$ cat config.mk
export PLATFORM = sky130hd
export DESIGN_NAME = noc_packet_destination_decode_unit
export DESIGN_NICKNAME = d
export VERILOG_FILES = /design/src/sv/ndd_pkg.sv /design/src/sv/ndd_prefix.sv /design/src/sv/ndd_locate.sv /design/src/sv/ndd_div.sv /design/src/sv/noc_packet_destination_decode_unit.sv
export SDC_FILE = /design/constraint.sdc
export NUM_CORES = 2
export LEC_CHECK = 0
export BUFFER_PORTS_ARGS = -buffer_cell sky130_fd_sc_hd__buf_2
export CAP_MARGIN = 10
export CORE_UTILIZATION = 35
export CTS_CLUSTER_SIZE = 30
export DETAILED_ROUTE_END_ITERATION = 16
export PLACE_DENSITY = 0.59
export SLEW_MARGIN = 20
export SYNTH_ARGS = -nofsm -noshare
export SYNTH_HDL_FRONTEND = slang
export SYNTH_SLANG_ARGS = --single-unit
$ cat constraint.sdc
create_clock -name clk -period 7.3 [get_ports clk]
set_clock_uncertainty 0.1 [all_clocks]
set_input_delay 0.73 -clock clk [delete_from_list [all_inputs] [get_ports clk]]
set_output_delay 0.73 -clock clk [all_outputs]
set_load 0.05 [all_outputs]
$ cat src/sv/ndd_pkg.sv
`timescale 1ns / 1ps
`default_nettype none
// ----------------------------------------------------------------------------
// Packet destination decode package
// Shared widths, codes and item types of the destination decode pipeline.
// ----------------------------------------------------------------------------
package ndd_pkg;

    localparam int ROUTERS_DEF      = 32;
    localparam int BPE_DEF          = 16;

    // Routers are summed in groups of this size in the first stage.
    localparam int GROUP_SIZE       = 8;

    localparam int COUNT_W          = 4;
    localparam int LOCAL_W          = 7;
    localparam int DEST_W           = 9;
    localparam int ROW_W            = 5;
    localparam int COLS_W           = 6;
    localparam int PORT_W           = 4;
    localparam int LEN_W            = 12;
    localparam int COUNT_ELEM_W     = 8;
    localparam int MSG_W            = 2;
    localparam int CFG_IDX_W        = 2;
    localparam int CFG_DATA_W       = 64;

    localparam int REQUEST_LENGTH   = 29;
    localparam int LENGTH_MAX       = 4095;

    localparam logic [CFG_IDX_W-1:0] CFG_ROUTER_COLUMNS = 2'd0;
    localparam logic [CFG_IDX_W-1:0] CFG_NI_COUNTS_LOW  = 2'd1;
    localparam logic [CFG_IDX_W-1:0] CFG_NI_COUNTS_HIGH = 2'd2;

    typedef enum logic [MSG_W-1:0] {
        MSG_READ_REQ  = 2'd0,
        MSG_READ_RSP  = 2'd1,
        MSG_WRITE_REQ = 2'd2,
        MSG_FINAL     = 2'd3
    } ndd_msg_t;

    typedef struct packed {
        logic [MSG_W-1:0]        msg_type;
        logic [COUNT_ELEM_W-1:0] element_count;
        logic [DEST_W-1:0]       destination;
    } ndd_in_t;

    typedef struct packed {
        logic [ROW_W-1:0]  dest_row;
        logic [ROW_W-1:0]  dest_column;
        logic [PORT_W-1:0] dest_port;
        logic [LEN_W-1:0]  length_bits;
        logic              packet_class;
        logic              dest_valid;
    } ndd_out_t;

    // Per-item fields that ride along beside the router search and the divider.
    typedef struct packed {
        logic [PORT_W-1:0] port;
        logic [LEN_W-1:0]  length_bits;
        logic              packet_class;
        logic              dest_valid;
    } ndd_tag_t;

endpackage
`default_nettype wire

$ cat src/sv/ndd_prefix.sv
`timescale 1ns / 1ps
`default_nettype none
// ----------------------------------------------------------------------------
// Decode stage one: group prefix sums and packet length
// Sums interface counts inside each group of routers and decodes the length and class.
// ----------------------------------------------------------------------------
module ndd_prefix
    import ndd_pkg::*;
#(
    parameter int  ROUTERS          = ROUTERS_DEF,
    parameter int  BITS_PER_ELEMENT = BPE_DEF,
    localparam int NGROUPS          = (ROUTERS + GROUP_SIZE - 1) / GROUP_SIZE,
    localparam int SLOTS            = NGROUPS * GROUP_SIZE
)
(
    input  wire logic               clk,
    input  wire logic               rst_n,
    input  wire logic               in_valid,
    output logic                    in_ready,
    input  wire ndd_in_t            in_item,
    input  wire logic [COUNT_W-1:0] ni_count [SLOTS],
    output logic                    out_valid,
    input  wire logic               out_ready,
    output logic [DEST_W-1:0]       out_dest,
    output ndd_tag_t                out_tag,
    output logic [LOCAL_W-1:0]      out_local_end [SLOTS]
);

    localparam int PROD_W = COUNT_ELEM_W + $clog2(BITS_PER_ELEMENT + 1);
    localparam logic [LEN_W-1:0] ELEM_LEN = (BITS_PER_ELEMENT > LENGTH_MAX) ?
                                            LEN_W'(LENGTH_MAX) : LEN_W'(BITS_PER_ELEMENT);

    logic                valid_reg;
    logic [DEST_W-1:0]   dest_reg;
    ndd_tag_t            tag_reg;
    ndd_tag_t            tag_next;
    logic [LOCAL_W-1:0]  local_end_reg  [SLOTS];
    logic [LOCAL_W-1:0]  local_end_next [SLOTS];
    logic [PROD_W-1:0]   prod;

    assign in_ready = !valid_reg || out_ready;

    // Running sum inside each group; the groups are joined in the next stage.
    always_comb
    begin
        logic [LOCAL_W-1:0] acc;
        for (int g = 0; g < NGROUPS; g++)
        begin
            acc = '0;
            for (int k = 0; k < GROUP_SIZE; k++)
            begin
                acc = acc + LOCAL_W'(ni_count[g * GROUP_SIZE + k]);
                local_end_next[g * GROUP_SIZE + k] = acc;
            end
        end
    end

    assign prod = PROD_W'(in_item.element_count) * PROD_W'(BITS_PER_ELEMENT);

    always_comb
    begin
        tag_next = '0;
        unique case (ndd_msg_t'(in_item.msg_type))
            MSG_READ_REQ:
            begin
                tag_next.length_bits  = LEN_W'(REQUEST_LENGTH);
                tag_next.packet_class = 1'b0;
            end
            MSG_READ_RSP:
            begin
                if (32'(prod) > 32'(LENGTH_MAX))
                begin
                    tag_next.length_bits = LEN_W'(LENGTH_MAX);
                end
                else
                begin
                    tag_next.length_bits = LEN_W'(prod);
                end
                tag_next.packet_class = 1'b0;
            end
            MSG_WRITE_REQ, MSG_FINAL:
            begin
                tag_next.length_bits  = ELEM_LEN;
                tag_next.packet_class = 1'b1;
            end
            default:
            begin
                tag_next = '0;
            end
        endcase
    end

    always_ff @(posedge clk or negedge rst_n)
    begin
        if (!rst_n)
        begin
            valid_reg <= 1'b0;
        end
        else if (in_ready)
        begin
            valid_reg <= in_valid;
        end
    end

    always_ff @(posedge clk)
    begin
        if (in_valid && in_ready)
        begin
            dest_reg      <= in_item.destination;
            tag_reg       <= tag_next;
            local_end_reg <= local_end_next;
        end
    end

    assign out_valid     = valid_reg;
    assign out_dest      = dest_reg;
    assign out_tag       = tag_reg;
    assign out_local_end = local_end_reg;

endmodule
`default_nettype wire

$ cat src/sv/ndd_locate.sv
`timescale 1ns / 1ps
`default_nettype none
// ----------------------------------------------------------------------------
// Decode stages two and three: router search
// Joins group sums into range ends, then picks the first router that owns
// the destination and its local port.
// ----------------------------------------------------------------------------
module ndd_locate
    import ndd_pkg::*;
#(
    parameter int  ROUTERS = ROUTERS_DEF,
    localparam int NGROUPS = (ROUTERS + GROUP_SIZE - 1) / GROUP_SIZE,
    localparam int SLOTS   = NGROUPS * GROUP_SIZE
)
(
    input  wire logic               clk,
    input  wire logic               rst_n,
    input  wire logic               in_valid,
    output logic                    in_ready,
    input  wire logic [DEST_W-1:0]  in_dest,
    input  wire ndd_tag_t           in_tag,
    input  wire logic [LOCAL_W-1:0] in_local_end [SLOTS],
    input  wire logic [COUNT_W-1:0] ni_count [SLOTS],
    output logic                    out_valid,
    input  wire logic               out_ready,
    output logic [ROW_W-1:0]        out_router,
    output ndd_tag_t                out_tag
);

    logic               a_valid_reg;
    logic [DEST_W-1:0]  a_dest_reg;
    ndd_tag_t           a_tag_reg;
    logic [DEST_W-1:0]  a_end_reg  [SLOTS];
    logic [DEST_W-1:0]  a_end_next [SLOTS];

    logic               b_valid_reg;
    logic [ROW_W-1:0]   b_router_reg;
    logic [ROW_W-1:0]   b_router_next;
    ndd_tag_t           b_tag_reg;
    ndd_tag_t           b_tag_next;

    logic               a_adv;
    logic               b_adv;

    assign b_adv    = !b_valid_reg || out_ready;
    assign a_adv    = !a_valid_reg || b_adv;
    assign in_ready = a_adv;

    // Absolute end of each router's range: group base plus local sum.
    always_comb
    begin
        logic [DEST_W-1:0] base;
        base = '0;
        for (int g = 0; g < NGROUPS; g++)
        begin
            for (int k = 0; k < GROUP_SIZE; k++)
            begin
                a_end_next[g * GROUP_SIZE + k] =
                    base + DEST_W'(in_local_end[g * GROUP_SIZE + k]);
            end
            base = base + DEST_W'(in_local_end[g * GROUP_SIZE + GROUP_SIZE - 1]);
        end
    end

    // Ends never decrease, so the lowest router whose end lies above the
    // destination owns it. Routers without interfaces never win.
    always_comb
    begin
        logic              found;
        logic [ROW_W-1:0]  sel;
        logic [DEST_W-1:0] sel_end;
        logic [DEST_W-1:0] sel_n;
        found   = 1'b0;
        sel     = '0;
        sel_end = '0;
        sel_n   = '0;
        for (int r = SLOTS - 1; r >= 0; r--)
        begin
            if (a_dest_reg < a_end_reg[r])
            begin
                found   = 1'b1;
                sel     = ROW_W'(r);
                sel_end = a_end_reg[r];
                sel_n   = DEST_W'(ni_count[r]);
            end
        end
        b_tag_next            = a_tag_reg;
        b_tag_next.dest_valid = found;
        if (found)
        begin
            b_router_next   = sel;
            b_tag_next.port = PORT_W'(a_dest_reg - (sel_end - sel_n));
        end
        else
        begin
            b_router_next   = '0;
            b_tag_next.port = '0;
        end
    end

    always_ff @(posedge clk or negedge rst_n)
    begin
        if (!rst_n)
        begin
            a_valid_reg <= 1'b0;
            b_valid_reg <= 1'b0;
        end
        else
        begin
            if (a_adv)
            begin
                a_valid_reg <= in_valid;
            end
            if (b_adv)
            begin
                b_valid_reg <= a_valid_reg;
            end
        end
    end

    always_ff @(posedge clk)
    begin
        if (in_valid && a_adv)
        begin
            a_dest_reg <= in_dest;
            a_tag_reg  <= in_tag;
            a_end_reg  <= a_end_next;
        end
        if (a_valid_reg && b_adv)
        begin
            b_router_reg <= b_router_next;
            b_tag_reg    <= b_tag_next;
        end
    end

    assign out_valid  = b_valid_reg;
    assign out_router = b_router_reg;
    assign out_tag    = b_tag_reg;

endmodule
`default_nettype wire

$ cat src/sv/ndd_div.sv
`timescale 1ns / 1ps
`default_nettype none
// ----------------------------------------------------------------------------
// Pipelined router index divider
// Restoring division, one quotient bit per stage, giving row and column.
// ----------------------------------------------------------------------------
module ndd_div
    import ndd_pkg::*;
(
    input  wire logic              clk,
    input  wire logic              rst_n,
    input  wire logic              in_valid,
    output logic                   in_ready,
    input  wire logic [ROW_W-1:0]  dividend,
    input  wire logic [COLS_W-1:0] divisor,
    input  wire ndd_tag_t          in_tag,
    output logic                   out_valid,
    input  wire logic              out_ready,
    output logic [ROW_W-1:0]       quotient,
    output logic [ROW_W-1:0]       remainder,
    output ndd_tag_t               out_tag
);

    logic [ROW_W-1:0]  v_reg;
    logic [ROW_W-1:0]  adv;
    logic [COLS_W-1:0] rem_reg  [ROW_W];
    logic [COLS_W-1:0] rem_next [ROW_W];
    logic [ROW_W-1:0]  qd_reg   [ROW_W];
    logic [ROW_W-1:0]  qd_next  [ROW_W];
    ndd_tag_t          tag_reg  [ROW_W];

    // The dividend shifts out at the top while quotient bits shift in below.
    function automatic void div_step(
        input  logic [COLS_W-1:0] rem_i,
        input  logic [ROW_W-1:0]  qd_i,
        input  logic [COLS_W-1:0] d,
        output logic [COLS_W-1:0] rem_o,
        output logic [ROW_W-1:0]  qd_o
    );
        logic [COLS_W:0] t;
        logic            q;
        t = {rem_i, qd_i[ROW_W-1]};
        if (t >= {1'b0, d})
        begin
            rem_o = COLS_W'(t - {1'b0, d});
            q     = 1'b1;
        end
        else
        begin
            rem_o = t[COLS_W-1:0];
            q     = 1'b0;
        end
        qd_o = {qd_i[ROW_W-2:0], q};
    endfunction

    always_comb
    begin
        adv[ROW_W-1] = !v_reg[ROW_W-1] || out_ready;
        for (int k = ROW_W - 2; k >= 0; k--)
        begin
            adv[k] = !v_reg[k] || adv[k+1];
        end
    end

    always_comb
    begin
        div_step('0, dividend, divisor, rem_next[0], qd_next[0]);
        for (int k = 1; k < ROW_W; k++)
        begin
            div_step(rem_reg[k-1], qd_reg[k-1], divisor, rem_next[k], qd_next[k]);
        end
    end

    assign in_ready = adv[0];

    always_ff @(posedge clk or negedge rst_n)
    begin
        if (!rst_n)
        begin
            v_reg <= '0;
        end
        else
        begin
            if (adv[0])
            begin
                v_reg[0] <= in_valid;
            end
            for (int k = 1; k < ROW_W; k++)
            begin
                if (adv[k])
                begin
                    v_reg[k] <= v_reg[k-1];
                end
            end
        end
    end

    always_ff @(posedge clk)
    begin
        if (in_valid && adv[0])
        begin
            rem_reg[0] <= rem_next[0];
            qd_reg[0]  <= qd_next[0];
            tag_reg[0] <= in_tag;
        end
        for (int k = 1; k < ROW_W; k++)
        begin
            if (v_reg[k-1] && adv[k])
            begin
                rem_reg[k] <= rem_next[k];
                qd_reg[k]  <= qd_next[k];
                tag_reg[k] <= tag_reg[k-1];
            end
        end
    end

    assign out_valid = v_reg[ROW_W-1];
    assign quotient  = qd_reg[ROW_W-1];
    assign remainder = ROW_W'(rem_reg[ROW_W-1]);
    assign out_tag   = tag_reg[ROW_W-1];

endmodule
`default_nettype wire

$ cat src/sv/noc_packet_destination_decode_unit.sv
`timescale 1ns / 1ps
`default_nettype none
// ----------------------------------------------------------------------------
// NoC packet destination decode unit
// Maps a flat network-interface number to mesh row, column and local port,
// and decodes packet length and class from the message type.
// ----------------------------------------------------------------------------
// The unit takes one header item per cycle while the output side is not
// stalled and returns one decoded item for each, in order, through eight
// pipeline stages: one for the per-group sums of the configured
// interface counts and the length decode, two for joining those sums into
// router range ends and picking the owning router, and five for the
// restoring divider that splits the router index into row and column, one
// quotient bit per stage. The divider stage count follows the five-bit row
// width. Backpressure on the output stalls the pipeline stage by stage, so
// bubbles are squeezed out and no item is dropped or repeated. A destination
// at or above the total of the configured interface counts comes back with
// dest_valid low and row, column and port at zero; length and class are
// still given. A column count of zero is treated as one. Configuration
// writes are taken in every cycle and must only be made while no items are
// in flight, since the later stages read the registers directly.
// ----------------------------------------------------------------------------
module noc_packet_destination_decode_unit
    import ndd_pkg::*;
#(
    parameter int ROUTERS          = ROUTERS_DEF,
    parameter int BITS_PER_ELEMENT = BPE_DEF
)
(
    input  wire logic                  clk,
    input  wire logic                  rst_n,
    input  wire logic                  hdr_valid,
    output logic                       hdr_ready,
    input  wire ndd_in_t               hdr,
    output logic                       dec_valid,
    input  wire logic                  dec_ready,
    output ndd_out_t                   dec,
    input  wire logic                  cfg_valid,
    output logic                       cfg_ready,
    input  wire logic [CFG_IDX_W-1:0]  cfg_index,
    input  wire logic [CFG_DATA_W-1:0] cfg_data
);

    localparam int NGROUPS = (ROUTERS + GROUP_SIZE - 1) / GROUP_SIZE;
    localparam int SLOTS   = NGROUPS * GROUP_SIZE;
    localparam logic [LEN_W-1:0] ELEM_LEN = (BITS_PER_ELEMENT > LENGTH_MAX) ?
                                            LEN_W'(LENGTH_MAX) : LEN_W'(BITS_PER_ELEMENT);

    // Configuration registers.
    logic [COLS_W-1:0]     router_columns_reg;
    logic [CFG_DATA_W-1:0] ni_counts_low_reg;
    logic [CFG_DATA_W-1:0] ni_counts_high_reg;

    logic [2*CFG_DATA_W-1:0] counts_flat;
    logic [COUNT_W-1:0]      ni_count [SLOTS];
    logic [COLS_W-1:0]       cols_eff;

    // Stage one to the router search.
    logic               p_valid;
    logic               p_ready;
    logic [DEST_W-1:0]  p_dest;
    ndd_tag_t           p_tag;
    logic [LOCAL_W-1:0] p_local_end [SLOTS];

    // Router search to the divider.
    logic               l_valid;
    logic               l_ready;
    logic [ROW_W-1:0]   l_router;
    ndd_tag_t           l_tag;

    // Divider results.
    logic [ROW_W-1:0]   d_row;
    logic [ROW_W-1:0]   d_col;
    ndd_tag_t           d_tag;

    // Configuration writes are always taken; an index past the list is dropped.
    assign cfg_ready = 1'b1;

    always_ff @(posedge clk or negedge rst_n)
    begin
        if (!rst_n)
        begin
            router_columns_reg <= COLS_W'(4);
            ni_counts_low_reg  <= 64'h1111_1111_1111_1111;
            ni_counts_high_reg <= '0;
        end
        else if (cfg_valid)
        begin
            unique case (cfg_index)
                CFG_ROUTER_COLUMNS: router_columns_reg <= cfg_data[COLS_W-1:0];
                CFG_NI_COUNTS_LOW:  ni_counts_low_reg  <= cfg_data;
                CFG_NI_COUNTS_HIGH: ni_counts_high_reg <= cfg_data;
                default:
                begin
                end
            endcase
        end
    end

    // Router r uses nibble r of the two count words. Slots beyond the
    // configured router count read as empty so they can never own an item.
    assign counts_flat = {ni_counts_high_reg, ni_counts_low_reg};

    always_comb
    begin
        for (int r = 0; r < SLOTS; r++)
        begin
            if (r < ROUTERS)
            begin
                ni_count[r] = counts_flat[r * COUNT_W +: COUNT_W];
            end
            else
            begin
                ni_count[r] = '0;
            end
        end
    end

    assign cols_eff = (router_columns_reg == '0) ? COLS_W'(1) : router_columns_reg;

    ndd_prefix #(
        .ROUTERS          (ROUTERS),
        .BITS_PER_ELEMENT (BITS_PER_ELEMENT)
    ) u_prefix (
        .clk           (clk),
        .rst_n         (rst_n),
        .in_valid      (hdr_valid),
        .in_ready      (hdr_ready),
        .in_item       (hdr),
        .ni_count      (ni_count),
        .out_valid     (p_valid),
        .out_ready     (p_ready),
        .out_dest      (p_dest),
        .out_tag       (p_tag),
        .out_local_end (p_local_end)
    );

    ndd_locate #(
        .ROUTERS (ROUTERS)
    ) u_locate (
        .clk          (clk),
        .rst_n        (rst_n),
        .in_valid     (p_valid),
        .in_ready     (p_ready),
        .in_dest      (p_dest),
        .in_tag       (p_tag),
        .in_local_end (p_local_end),
        .ni_count     (ni_count),
        .out_valid    (l_valid),
        .out_ready    (l_ready),
        .out_router   (l_router),
        .out_tag      (l_tag)
    );

    ndd_div u_div (
        .clk       (clk),
        .rst_n     (rst_n),
        .in_valid  (l_valid),
        .in_ready  (l_ready),
        .dividend  (l_router),
        .divisor   (cols_eff),
        .in_tag    (l_tag),
        .out_valid (dec_valid),
        .out_ready (dec_ready),
        .quotient  (d_row),
        .remainder (d_col),
        .out_tag   (d_tag)
    );

    // The divider's last stage is the output register.
    always_comb
    begin
        dec.dest_row     = d_row;
        dec.dest_column  = d_col;
        dec.dest_port    = d_tag.port;
        dec.length_bits  = d_tag.length_bits;
        dec.packet_class = d_tag.packet_class;
        dec.dest_valid   = d_tag.dest_valid;
    end

    // An unowned destination must come back with all location fields cleared.
    assert property (@(posedge clk) disable iff (!rst_n)
        dec_valid && !dec.dest_valid |->
            dec.dest_row == '0 && dec.dest_column == '0 && dec.dest_port == '0)
    else $error("location fields not cleared for an out-of-range destination");

    // A router has at most fifteen interfaces, so a local port never reaches 15.
    assert property (@(posedge clk) disable iff (!rst_n)
        dec_valid && dec.dest_valid |-> dec.dest_port < PORT_W'(15))
    else $error("local port outside the owning router's range");

    // Write requests and final results always carry one element.
    assert property (@(posedge clk) disable iff (!rst_n)
        dec_valid && dec.packet_class |-> dec.length_bits == ELEM_LEN)
    else $error("class one item with a length other than one element");

endmodule
`default_nettype wire
==> qor.yml <==
outcome:
  status: "complete, no violations"
place:
  place.gp.congestion: 0.918
  port_buffers: 118
  dp_hpwl_mm: 95.9
clock_network:
  htree_levels: 3
  cts_tree: "yes"
  root_buffer: "clkbuf_16"
  postCtsHoldBufs: 1
  cts_buffers: 88
  post_cts_buffers: 0
  cts_buffer_depth: 3
  clock_sinks: 787
  clk_latency_ns: 0.74
  ctsResizeCount: 0
  cts.reportedPaths.clkPinSlew_ns: 0.06
grt:
  antenna_found_initial: 9
  grt_pass1_wl_mm: 185
  grt_pass1_vias: 29000
  grt_max_degree: 109
  grt-ovfl-total: 0
  grt_use_total: 0.192
setup_path:
  crit_path_cell_trace: "ha_1 > o21ai_0 > o21ai_0 > a21oi_1 > nor2b_1 > a221oi_1 > o21ai_0 > o21ai_0 > a2111oi_0 > a211o_1 > a311oi_1 > nor2_1 > fa_1 > inv_1 > ha_1 > a21o_1 > a21oi_1 > xnor2_1 > xor2_1 > mux2i_1"
  cp-start-kind: "flip-flop"
  slowest_stage: "edfxtp_1"
  path_max_fanout: 16
  endpoint_kind: "flip-flop"
  crit_arrival_ns: 6.81
  critPathRequiredTime_ns: 7.78
  crit_top_cell: "o21ai_0"
  critical_path_class: "reg -> reg"
  slowest_delay_ns: 1.04
routing:
  drt-initial-drc-count: 2324
  ant_nets: 0
  drt_wl_total_mm: 125
  first_pass_iters: 6
  num_vias: 29100
  vias_per_cell: 5.14
  drc: 0
  wire_per_inst_um: 22.1
cells_and_area:
  final_util: 0.400
  fillCellCount: 12200
  syn_to_final_growth_pct: 13.0
  layout.nets: 4528
  drive_above_1_share: 0.141
  largest_reg_flops: 258
floorplanning:
  initial_core_util: 0.354
  dieArea_mm2: 0.131
  fp-row-count: 131
  dieWidth_um: 362
  coreArea_mm2: 0.128
  die_h_um: 362
  io_pins: 121
synthesis:
  syn_nets: 4347
  yosys_warnings: 0
  synth_edf_count: 645
  ys_ff_latch: 787
  synthesis.area_mm2: 0.0453
  synth_cell_types: 92
  syn_avg_cell_area_um2: 12.3
  netlist_instances: 3680
  synth_flop_cell: "edfxtp_1"
  yosysSeqAreaShare: 0.507
  ys_async_sr_fraction: 0.180
sta:
  fmax_ghz: 0.158
  finalMaxSlewViolations: 0
  hold_viol: 0
  finalSetupTns_ns: 0
  worst_pin_slew_ns: 1.09
  rsz0062_at_grt: "no"
  setup_viol: 0
  fin_crit_ns: 6.32
  period_share: 0.866
  slew_headroom: 0.268
worst_hold_path:
  min_path_type: "in -> reg"
flow_run:
  max-cap-violations: 0
stage by stage:
stage               instance area [um2]  hold slack [ns]  setup WS (ns)  std cells
floorplan                         45300            0.300         0.0165       3680
detailed placement                48100            0.305           1.14       5499
global route                      51100           0.0445          0.757       5664
finish                            51200           0.0734          0.978       5665
global placement                  48100            0.301           1.13       5499
CTS                               51100           0.0241           1.11       5664
layout make-up:
| class | instances | area, um2 | share of cell area |
|---|---|---|---|
| flip-flops and latches | 787 | 22900 | 0.449 |
| multi-input cells | 2364 | 20300 | 0.397 |
| clock buffers | 115 | 2460 | 0.0480 |
| well taps | 1729 | 2160 | 0.0423 |
| inverters | 442 | 1660 | 0.0324 |
| repair buffers | 178 | 1060 | 0.0208 |
| clock inverters | 49 | 569 | 0.0111 |
| diodes | 1 | 2.50 | 0.0000489 |
path summary, 6_finish.rpt:
path,cells after the start,startpoint,slack [ns],end
worst max-delay path,20,u_locate.a_dest_reg[1],0.98,u_locate.out_tag[17]
worst min-delay path,1,hdr[5],0.07,u_prefix.out_dest[5]
worst max register to register,20,u_locate.a_dest_reg[1],0.98,u_locate.out_tag[17]
worst min register to register,0,u_div.qd_reg[0][7],0.28,u_div.qd_reg[0][13]
max in group asynchronous,4,rst_n,4.91,ni_counts_high_reg[3]
min in group asynchronous,2,rst_n,0.48,ni_counts_low_reg[35]
cells in the mapped netlist, drive strengths merged, types with 6 or more instances:
library cell / count / area (um2)
edfxtp: 645 / 19400
ha: 518 / 6480
inv: 442 / 1660
a21oi: 223 / 1150
xnor2: 189 / 1840
o21ai: 185 / 930
nor2: 138 / 518
mux2: 130 / 1460
dfrtp: 125 / 3130
nand2: 107 / 409
a21o: 103 / 774
nor2b: 84 / 526
xor2: 81 / 920
fa: 59 / 1180
o21bai: 55 / 417
nand2b: 53 / 332
clkbuf: 44 / 165
buf: 43 / 293
nand3: 39 / 195
a211oi: 35 / 263
and2: 26 / 163
nor3: 26 / 130
a221oi: 25 / 225
o211ai: 23 / 173
o21a: 22 / 165
o22ai: 21 / 131
a31oi: 18 / 119
dfstp: 17 / 447
o2111ai: 17 / 149
o221ai: 16 / 140
a211o: 12 / 105
a221o: 12 / 120
and3: 12 / 75.1
nand4: 12 / 75.1
nor3b: 11 / 103
or2: 9 / 56.3
a2111oi: 8 / 83.8
nor4: 8 / 56.3
a31o: 7 / 61.3
o211a: 7 / 70.1
or3: 7 / 43.8
o31ai: 6 / 50.1
cells in the final DEF, fill, tap and decap left out, drive strengths merged, types with 10 or more instances in the layout:
cell      synthesis  final
nand4            12     12
fa               59     59
a211o            12     12
clkbuf           44    115
edfxtp          645    645
clkinvlp          0     10
nand3            39     39
dfrtp           125    125
o221ai           16     16
a221oi           25     25
clkinv            0     33
nor3b            11     11
and2             26     26
xnor2           189    189
o2111ai          17     17
o211ai           23     23
nor2b            84     84
xor2             81     81
a221o            12     12
a211oi           35     35
o21a             22     22
a31oi            18     18
o21ai           185    185
nor3             26     26
nand2b           53     53
a21oi           223    223
nor2            138    138
dfstp            17     17
o21bai           55     55
a21o            103    103
o22ai            21     21
mux2            130    130
inv             442    443
ha              518    518
and3             12     12
nand2           107    107
buf              43    177
per-layer routing:
metal  global-route usage  up-vias  part of all wire
li1                     -    13700                 -
met1                0.267    14300              0.46
met2                0.290      917              0.43
met3               0.0537      183             0.083
met4               0.0534        6             0.026
met5                    0        -           0.00023
worst max-delay path: cells and delay by family (launching register included):
kind            cells  cell delay [ns]
simple gates        2             0.61
flops               1             1.04
buf+inv             1             0.11
mux                 1             0.21
fa+ha+maj           3             1.06
xor+xnor            2             0.34
compound gates     11             2.71
logic make-up after synthesis:
family,synth area share
AND/OR/NAND/NOR,0.0624
flip-flops,0.507
buffers and inverters,0.0467
AO/OA/AOI/OAI,0.121
other,0.000166
XOR/XNOR,0.0610
adder cells (fa/ha/maj),0.169
multiplexers,0.0325
Power is left out: the tool's default activity adds up to more than one toggle a clock period on the data nets, which glitch-free logic cannot reach.
